--- config.mk ---
export PLATFORM = sky130hd
export DESIGN_NAME = running_median_tracker_top_flat
export DESIGN_NICKNAME = d
export VERILOG_FILES = /design/src/rmt_pkg.sv /design/src/rmt_if.sv /design/src/rmt_cell.sv /design/src/running_median_tracker_top.sv /design/src/flat_wrapper.sv
export VERILOG_INCLUDE_DIRS = /design/src /design/src/src
export SDC_FILE = /design/constraint.sdc
export NUM_CORES = 2
export LEC_CHECK = 0
export BUFFER_PORTS_ARGS = -buffer_cell sky130_fd_sc_hd__buf_2
export CAP_MARGIN = 0
export CORE_MARGIN = 8
export CORE_UTILIZATION = 40
export CTS_CLUSTER_DIAMETER = 80
export DETAILED_ROUTE_END_ITERATION = 12
export PLACE_DENSITY_LB_ADDON = 0.3
export SYNTH_ARGS = -nofsm -noshare
export SYNTH_HDL_FRONTEND = slang
export SYNTH_HIERARCHICAL = 1
export SYNTH_SLANG_ARGS = --single-unit
--- constraint.sdc ---
create_clock -name i_clk -period 12.5 [get_ports i_clk]
set_clock_uncertainty 0.05 [all_clocks]
set_input_delay 3.125 -clock i_clk [delete_from_list [all_inputs] [get_ports i_clk]]
set_output_delay 3.125 -clock i_clk [all_outputs]
set_load 0.05 [all_outputs]
--- src/running_median_tracker_top_macros.svh ---
// Assertion macros for the running median tracker.
`ifndef RUNNING_MEDIAN_TRACKER_TOP_MACROS_SVH
`define RUNNING_MEDIAN_TRACKER_TOP_MACROS_SVH

// Same-cycle implication, disabled while reset is low.
`define RMT_ASSERT_NOW(label, clk, rst_n, ante, cons, msg) \
    label: assert property (@(posedge clk) disable iff (!(rst_n)) (ante) |-> (cons)) \
        else $error(msg);

// Next-cycle implication, disabled while reset is low.
`define RMT_ASSERT_NEXT(label, clk, rst_n, ante, cons, msg) \
    label: assert property (@(posedge clk) disable iff (!(rst_n)) (ante) |=> (cons)) \
        else $error(msg);

`endif

--- src/rmt_pkg.sv ---
// Shared types for the running median tracker.
package rmt_pkg;

    typedef struct packed {
        logic gt;   // stored value above the new sample, or cell empty
        logic hit;  // cell sits at one of the two middle positions
    } t_cell_flags;

endpackage

--- src/rmt_if.sv ---
// Sample and result channel interfaces of the running median tracker.
interface rmt_smp_if #(
    parameter int SAMPLE_BITS = 16
) ();
    logic                          valid;
    logic                          ready;
    logic signed [SAMPLE_BITS-1:0] sample;

    modport source (output valid, output sample, input ready);
    modport sink (input valid, input sample, output ready);
endinterface

interface rmt_res_if #(
    parameter int SAMPLE_BITS = 16,
    parameter int HELD_BITS   = 7
) ();
    logic                        valid;
    logic                        ready;
    logic signed [SAMPLE_BITS:0] median_twice;
    logic [HELD_BITS-1:0]        samples_held;
    logic                        rejected;

    modport source (output valid, output median_twice, output samples_held,
                    output rejected, input ready);
    modport sink (input valid, input median_twice, input samples_held,
                  input rejected, output ready);
endinterface

--- src/rmt_cell.sv ---
// One cell of the sorted insertion row: holds one sample, shifts up on insert.
module rmt_cell #(
    parameter int IDX         = 0,
    parameter int CW          = 7,
    parameter int SAMPLE_BITS = 16
) (
    input  logic                          i_clk,
    input  logic                          i_wr,
    input  logic [CW-1:0]                 i_count,
    input  logic [CW-1:0]                 i_lo_idx,
    input  logic [CW-1:0]                 i_hi_idx,
    input  logic signed [SAMPLE_BITS-1:0] i_x,
    input  logic signed [SAMPLE_BITS-1:0] i_prev_val,
    input  logic                          i_prev_gt,
    output logic signed [SAMPLE_BITS-1:0] o_val,
    output rmt_pkg::t_cell_flags          o_flags,
    output logic [SAMPLE_BITS-1:0]        o_lo,
    output logic [SAMPLE_BITS-1:0]        o_hi
);
    import rmt_pkg::*;

    localparam logic [CW-1:0] MY_IDX = CW'(IDX);

    logic signed [SAMPLE_BITS-1:0] r_val;
    logic signed [SAMPLE_BITS-1:0] n_val;
    logic                          occ;
    logic                          gt;
    logic                          sel_lo;
    logic                          sel_hi;

    assign occ    = MY_IDX < i_count;
    assign gt     = !occ || (r_val > i_x);
    assign sel_lo = MY_IDX == i_lo_idx;
    assign sel_hi = MY_IDX == i_hi_idx;

    // take the lower neighbor if it moves up too, else the new sample lands here
    assign n_val = i_prev_gt ? i_prev_val : i_x;

    always_ff @(posedge i_clk) begin
        if (i_wr && gt) begin
            r_val <= n_val;
        end
    end

    assign o_val       = r_val;
    assign o_flags.gt  = gt;
    assign o_flags.hit = sel_lo || sel_hi;
    assign o_lo        = sel_lo ? r_val : '0;
    assign o_hi        = sel_hi ? r_val : '0;
endmodule

--- src/running_median_tracker_top.sv ---
// Top level of the running median tracker: cell row, middle taps, result register.
//
//  channel  | dir | payload                                   | handshake
//  ---------+-----+-------------------------------------------+-------------
//  i_smp    | in  | sample                                    | valid/ready
//  o_res    | out | median_twice, samples_held, rejected      | valid/ready
//
// Flow: one request per cycle sustained while the result is not stalled. The
// accepting edge inserts the sample into the cell row; then, once the result
// register is free, the two middle cells are ORed onto taps and their sum registered.
// Reset clears the fill count and handshake state; cell contents are not cleared.
// A stalled result holds the second stage, which then holds off new requests.
`include "running_median_tracker_top_macros.svh"

module running_median_tracker_top #(
    parameter int CAPACITY    = 64,
    parameter int SAMPLE_BITS = 16
) (
    input logic         i_clk,
    input logic         i_rst_n,
    rmt_smp_if.sink     i_smp,
    rmt_res_if.source   o_res
);
    import rmt_pkg::*;

    localparam int              CW    = $clog2(CAPACITY + 1);
    localparam logic [CW-1:0]   CAP_W = CW'(CAPACITY);

    logic [CW-1:0]                 r_count;
    logic                          r_busy;
    logic                          r_rej;
    logic                          r_out_valid;
    logic signed [SAMPLE_BITS:0]   r_med;
    logic [CW-1:0]                 r_held;
    logic                          r_out_rej;

    logic                          full;
    logic                          acc;
    logic                          fin;
    logic                          wr;
    logic [CW-1:0]                 lo_idx;
    logic [CW-1:0]                 hi_idx;
    logic [SAMPLE_BITS-1:0]        tap_lo;
    logic [SAMPLE_BITS-1:0]        tap_hi;
    logic signed [SAMPLE_BITS:0]   n_med;

    logic signed [SAMPLE_BITS-1:0] cell_val [CAPACITY];
    logic [SAMPLE_BITS-1:0]        cell_lo  [CAPACITY];
    logic [SAMPLE_BITS-1:0]        cell_hi  [CAPACITY];
    t_cell_flags                   cell_flags [CAPACITY];
    logic [CAPACITY-1:0]           gt_vec;
    logic [CAPACITY-1:0]           hit_vec;

    assign full        = r_count == CAP_W;
    assign acc         = i_smp.valid && i_smp.ready;
    assign fin         = r_busy && (!r_out_valid || o_res.ready);
    assign i_smp.ready = !r_busy || fin;
    assign wr          = acc && !full;

    // middle positions of the row as it stands after the insert
    assign lo_idx = (r_count - CW'(1)) >> 1;
    assign hi_idx = r_count >> 1;

    for (genvar g = 0; g < CAPACITY; g++) begin : g_cell
        logic signed [SAMPLE_BITS-1:0] prev_val;
        logic                          prev_gt;

        if (g == 0) begin : g_head
            assign prev_val = i_smp.sample;
            assign prev_gt  = 1'b0;
        end else begin : g_body
            assign prev_val = cell_val[g-1];
            assign prev_gt  = cell_flags[g-1].gt;
        end

        rmt_cell #(
            .IDX         (g),
            .CW          (CW),
            .SAMPLE_BITS (SAMPLE_BITS)
        ) u_cell (
            .i_clk      (i_clk),
            .i_wr       (wr),
            .i_count    (r_count),
            .i_lo_idx   (lo_idx),
            .i_hi_idx   (hi_idx),
            .i_x        (i_smp.sample),
            .i_prev_val (prev_val),
            .i_prev_gt  (prev_gt),
            .o_val      (cell_val[g]),
            .o_flags    (cell_flags[g]),
            .o_lo       (cell_lo[g]),
            .o_hi       (cell_hi[g])
        );

        assign gt_vec[g]  = cell_flags[g].gt;
        assign hit_vec[g] = cell_flags[g].hit;
    end

    always_comb begin
        tap_lo = '0;
        tap_hi = '0;
        for (int i = 0; i < CAPACITY; i++) begin
            tap_lo = tap_lo | cell_lo[i];
            tap_hi = tap_hi | cell_hi[i];
        end
    end

    assign n_med = $signed({tap_lo[SAMPLE_BITS-1], tap_lo})
                 + $signed({tap_hi[SAMPLE_BITS-1], tap_hi});

    always_ff @(posedge i_clk) begin
        if (!i_rst_n) begin
            r_count     <= '0;
            r_busy      <= 1'b0;
            r_out_valid <= 1'b0;
        end else begin
            if (wr) begin
                r_count <= r_count + CW'(1);
            end
            if (acc) begin
                r_busy <= 1'b1;
            end else if (fin) begin
                r_busy <= 1'b0;
            end
            if (fin) begin
                r_out_valid <= 1'b1;
            end else if (o_res.ready) begin
                r_out_valid <= 1'b0;
            end
        end
    end

    always_ff @(posedge i_clk) begin
        if (acc) begin
            r_rej <= full;
        end
        if (fin) begin
            r_med     <= n_med;
            r_held    <= r_count;
            r_out_rej <= r_rej;
        end
    end

    assign o_res.valid        = r_out_valid;
    assign o_res.median_twice = r_med;
    assign o_res.samples_held = r_held;
    assign o_res.rejected     = r_out_rej;

    `RMT_ASSERT_NOW(a_count_bound, i_clk, i_rst_n, 1'b1, r_count <= CAP_W,
                    "fill count above capacity")
    `RMT_ASSERT_NEXT(a_count_step, i_clk, i_rst_n, wr, r_count == $past(r_count) + CW'(1),
                     "fill count missed an insert")
    `RMT_ASSERT_NOW(a_gt_monotone, i_clk, i_rst_n, 1'b1, ((gt_vec << 1) & ~gt_vec) == '0,
                    "cell row out of order")
    `RMT_ASSERT_NOW(a_middle_taps, i_clk, i_rst_n, r_busy,
                    $countones(hit_vec) == 1 || $countones(hit_vec) == 2,
                    "middle taps not selected")
endmodule

--- src/flat_wrapper.sv ---
// flat-port wrapper written by rule: the top's interface ports become plain ports
module running_median_tracker_top_flat import rmt_pkg::*;
#(
    parameter int CAPACITY    = 64,
    parameter int SAMPLE_BITS = 16
)
  (i_clk, i_rst_n, i_smp_valid, i_smp_sample, i_smp_ready, o_res_valid, o_res_median_twice, o_res_samples_held, o_res_rejected, o_res_ready);
  rmt_smp_if #(.SAMPLE_BITS(SAMPLE_BITS)) i_smp_i ();
  rmt_res_if #(.SAMPLE_BITS(SAMPLE_BITS), .HELD_BITS((7))) o_res_i ();
  input logic i_clk;
  input logic i_rst_n;
  input wire logic [$bits(i_smp_i.valid)-1:0] i_smp_valid;
  input wire logic [$bits(i_smp_i.sample)-1:0] i_smp_sample;
  output wire logic [$bits(i_smp_i.ready)-1:0] i_smp_ready;
  output wire logic [$bits(o_res_i.valid)-1:0] o_res_valid;
  output wire logic [$bits(o_res_i.median_twice)-1:0] o_res_median_twice;
  output wire logic [$bits(o_res_i.samples_held)-1:0] o_res_samples_held;
  output wire logic [$bits(o_res_i.rejected)-1:0] o_res_rejected;
  input wire logic [$bits(o_res_i.ready)-1:0] o_res_ready;
  assign i_smp_i.valid = i_smp_valid;
  assign i_smp_i.sample = i_smp_sample;
  assign i_smp_ready = i_smp_i.ready;
  assign o_res_valid = o_res_i.valid;
  assign o_res_median_twice = o_res_i.median_twice;
  assign o_res_samples_held = o_res_i.samples_held;
  assign o_res_rejected = o_res_i.rejected;
  assign o_res_i.ready = o_res_ready;
  running_median_tracker_top #(.CAPACITY(CAPACITY), .SAMPLE_BITS(SAMPLE_BITS)) u_core (.i_clk(i_clk), .i_rst_n(i_rst_n), .i_smp(i_smp_i), .o_res(o_res_i));
endmodule
After elaboration in Yosys (flattened, before gate mapping) --
Cells that the tools add are included.
Cells by class: add/subtract/negate cells 3, $lt $le $gt $ge 128, eq/ne operators 127, muxes and demuxes 195, bitwise gates (word level) 126, reduce and logical (&&, ||, !) cells 204
Operators by type and width (count):
- $mux 16 | 191
- $or 16x16->16 | 126
- $gt 16x16->1 | 64
- $eq 6x6->1 const A | 64
- $lt 6x7->1 const A | 32
- $eq 5x6->1 const A | 32
- $lt 5x7->1 const A | 16
- $eq 4x6->1 const A | 16
- $logic_and 1x1->1 | 67
- $logic_not 1->1 | 67
- $logic_or 1x1->1 | 66
- $lt 4x7->1 const A | 8
- $eq 3x6->1 const A | 8
- $lt 3x7->1 const A | 4
- $eq 2x6->1 const A | 4
- $add 16x16->17 | 1
- $logic_not 7->1 | 2
- $lt 1x7->1 const A | 2
- $lt 2x7->1 const A | 2
- $eq 1x6->1 const A | 2
- $add 7x1->7 const B | 1
- $eq 7x7->1 const B | 1
- $sub 7x1->7 const B | 1
- $mux 1 | 4
- $reduce_bool 2->1 | 2
Word-level totals: flip-flop bits (word level) 1059, input bits 20, output and inout bits 27, word-level logic and storage cells 854

Longest topological paths before layout --
depth after elaboration 67, mapped depth 18, depth with buffers taken out 17

Worst setup path after synthesis --
No wires, ideal clock.
kind reg2reg, from reg u_core.r_count[2], to reg u_core.r_med[10], in the netlist u_core/o_res.median_twice[10], data pin, library setup time 276 ps, arrival time 10882 ps, data required time 12174 ps, slack 1292 ps, cell stages (with the launch flop) 15, buffers on the path 1, cell sequence dfxtp_1 -> buf_2 -> xor2_1 -> nor4_1 -> and2_1 -> nor4_1 -> nand4_1 -> or4_1 -> ha_1 -> fa_1 -> a21o_1 -> a221oi_2 -> o21ai_0 -> nor4_1 -> a211oi_1
RTL lines:
- start, declared | line running_median_tracker_top.sv:29 | logic [CW-1:0] r_count;
- start signal, assigned | line running_median_tracker_top.sv:118 | r_count <= r_count + CW'(1);
- end signal, assigned | line running_median_tracker_top.sv:138 | r_med <= n_med;
- end, declared | line running_median_tracker_top.sv:33 | logic signed [SAMPLE_BITS:0] r_med;

==> impl_metrics.json <==
{
  "hold_buffers": 0,
  "grt_pass1_vias": 83500,
  "crit_type": "flop to flop",
  "grt_overflow": 0,
  "firstDrtPassIters": 7,
  "worst_pin_slew_ps": 1401,
  "final.min_clock_period_ps": 8321,
  "portBuffers": 46,
  "p_per_area_nw_per_um2": 115.7,
  "rrSetupSlack_ps": 4180,
  "finalSetupViolations": 0,
  "die_area_um2": 253500,
  "cts_resized": 0,
  "ir_worst_vdd_mv": 0.1175,
  "fin_crit_sh_pct": 66.57,
  "relSlewSlack_pct": 5.730,
  "post_cts_buffers": 0,
  "cp-start-kind": "flop",
  "syn_area_um2": 95070,
  "grt_pass1_wl_um": 609600,
  "ff_latch_area_um2": 31740,
  "core_um2": 237200,
  "drc": 0,
  "die_w_um": 503.5,
  "syn_inst": 10770,
  "drt-total-wl_um": 434300,
  "hold_class": "flop to flop",
  "leakage_nw": 47.59,
  "start_util_pct": 40.09,
  "endpoint": "u_core/o_res.median_twice[10]",
  "clk_latency_ps": 840,
  "antenna_found_initial": 57,
  "reg2regPathDepth": 19,
  "fillers": 23060,
  "cts_tree": "done",
  "fin_nets": 11990,
  "postRouteAntennaNets": 0,
  "gp_congestion": 1.053,
  "htreeDepth": 4,
  "required_ps": 12980,
  "path_clk_slew_ps": 60,
  "worstPathMaxFanout": 61,
  "r2r-end": "u_core/o_res.median_twice[10]",
  "vias_per_cell": 6.153,
  "crit_start": "u_core/r_count[1]",
  "syn_area_per_cell_um2": 8.832,
  "root_buffer": "clkbuf_16",
  "area_growth_pct": 10.65,
  "drt_iter0_markers": 11270,
  "clk_path_buf_depth": 3,
  "clock.fmax_mhz": 120.2,
  "grt_max_degree": 85,
  "ys_warn_count": 6,
  "vias": 87640,
  "p_total_w": 0.01217,
  "multi_input_area_um2": 58200,
  "cp.arrival_ps": 8810,
  "rsz0062_at_grt": "no",
  "ioPinCount": 47,
  "drv_slew": 0,
  "row_count": 179,
  "die_h_um": 503.5,
  "finalHoldViolations": 0,
  "clock-sinks": 1059,
  "drive_gt1_share_pct": 10.03,
  "dp_hpwl_um": 325600,
  "maxCapViolCount": 0,
  "worstSetupEndpointType": "flop",
  "setup-tns-final_ps": 0,
  "rr_startpoint": "u_core/r_count[1]",
  "grt_use_total_pct": 32.91,
  "outcome": "finished, final reports clean",
  "routedWlPerCell_um": 30.49,
  "cts_buffers": 145
}
[worst max-delay path, stage by stage, from the launching register on]
cell and delay [ps]:
dfxtp_4 750, buf_12 440, inv_1 150, ha_1 300
nand2_1 130, xnor2_2 110, buf_4 640, buf_4 680
nor4_2 230, and2_1 270, nor4_1 1090, nand4_1 470
or4_1 600, ha_1 250, fa_1 480, a21o_1 230
a221oi_2 430, o21ai_0 290, nor4_1 230, a211oi_1 80
[flip-flops by register name, summed over array words and instances (netlist names)]
| register | count |
|---|---|
| u_core/o_res.samples_held | 7 |
| u_core/r_busy | 1 |
| u_core/o_res.valid | 1 |
| u_core/o_res.median_twice | 17 |
| u_core/r_count | 7 |
| u_core/r_rej | 1 |
| u_core/g_cell.u_cell/o_val | 1024 |
| u_core/o_res.rejected | 1 |
[worst min-delay path by stage]
stage	cells after the start	end	slack, ps	start
final	0	u_core/o_res.rejected	380	u_core/r_rej
after global routing	0	u_core/o_res.rejected	400	u_core/r_rej
after CTS	0	u_core/o_res.rejected	370	u_core/r_rej
after detailed placement	0	u_core/o_res.rejected	360	u_core/r_rej
after global placement	0	u_core/o_res.rejected	360	u_core/r_rej
after floorplan	0	u_core/o_res.rejected	350	u_core/r_rej
[metal layers]
metal | track usage, % | vias up | share of wire (%)
met3 | 6.593 | 1164 | 9.8
met5 | 0 | - | 0.011
met4 | 20.35 | 6 | 7.4
met1 | 43.21 | 42770 | 40
li1 | - | 38780 | -
met2 | 49.80 | 4918 | 42
[report_power, final]
group | total, W | switching (W) | internal [W]
sequential | 0.00520 | 0.000787 | 0.00441
clock | 0.00433 | 0.00178 | 0.00255
combinational | 0.00264 | 0.00173 | 0.000912
total | 0.0122 | 0.00429 | 0.00788
[layout by cell type (no fill, tap or decap), drive strengths merged, types with 29 or more instances in the layout]
| cell type | count |
|---|---|
| inv | 1156 |
| a21oi | 406 |
| a31oi | 31 |
| clkinv | 54 |
| nand2 | 1286 |
| a2111oi | 32 |
| and2 | 2034 |
| or4b | 37 |
| nor3 | 108 |
| conb | 132 |
| nand4bb | 46 |
| nor2 | 151 |
| nand2b | 46 |
| buf | 274 |
| diode | 32 |
| edfxtp | 1050 |
| o21ai | 1045 |
| a221oi | 29 |
| or4 | 54 |
| clkbuf | 178 |
| nand4 | 337 |
| mux2 | 76 |
| a21o | 94 |
| nor4 | 650 |
| o211ai | 34 |
| nor4b | 53 |
| ha | 1043 |
| nor2b | 48 |
| nand3 | 68 |
| o221ai | 44 |
[final cells by class]
type	count	share of cell area, %
flip-flops and latches	1059	30.17
inverters	1146	4.091
clock buffers	178	3.627
multi-input cells	8301	55.33
well taps	3167	3.767
diodes	32	0.07612
clock inverters	86	0.9503
repair buffers	274	1.995
[through the flow]
step / setup slack [ps] / cells / hold WS (ps) / util [%] / cell area [µm²]
2_1_floorplan: 1340 / 10900 / 350.3 / - / 95570
3_3_place_gp: 4358 / 13950 / 358.2 / 42.29 / 100300
3_5_place_dp: 4375 / 13950 / 358.8 / 42.29 / 100300
4_1_cts: 4370 / 14210 / 372.6 / 44.32 / 105100
5_1_grt: 4229 / 14210 / 403.0 / 44.32 / 105100
6_report: 4179 / 14240 / 377.2 / 44.36 / 105200
(Power assumes the default switching activity.)
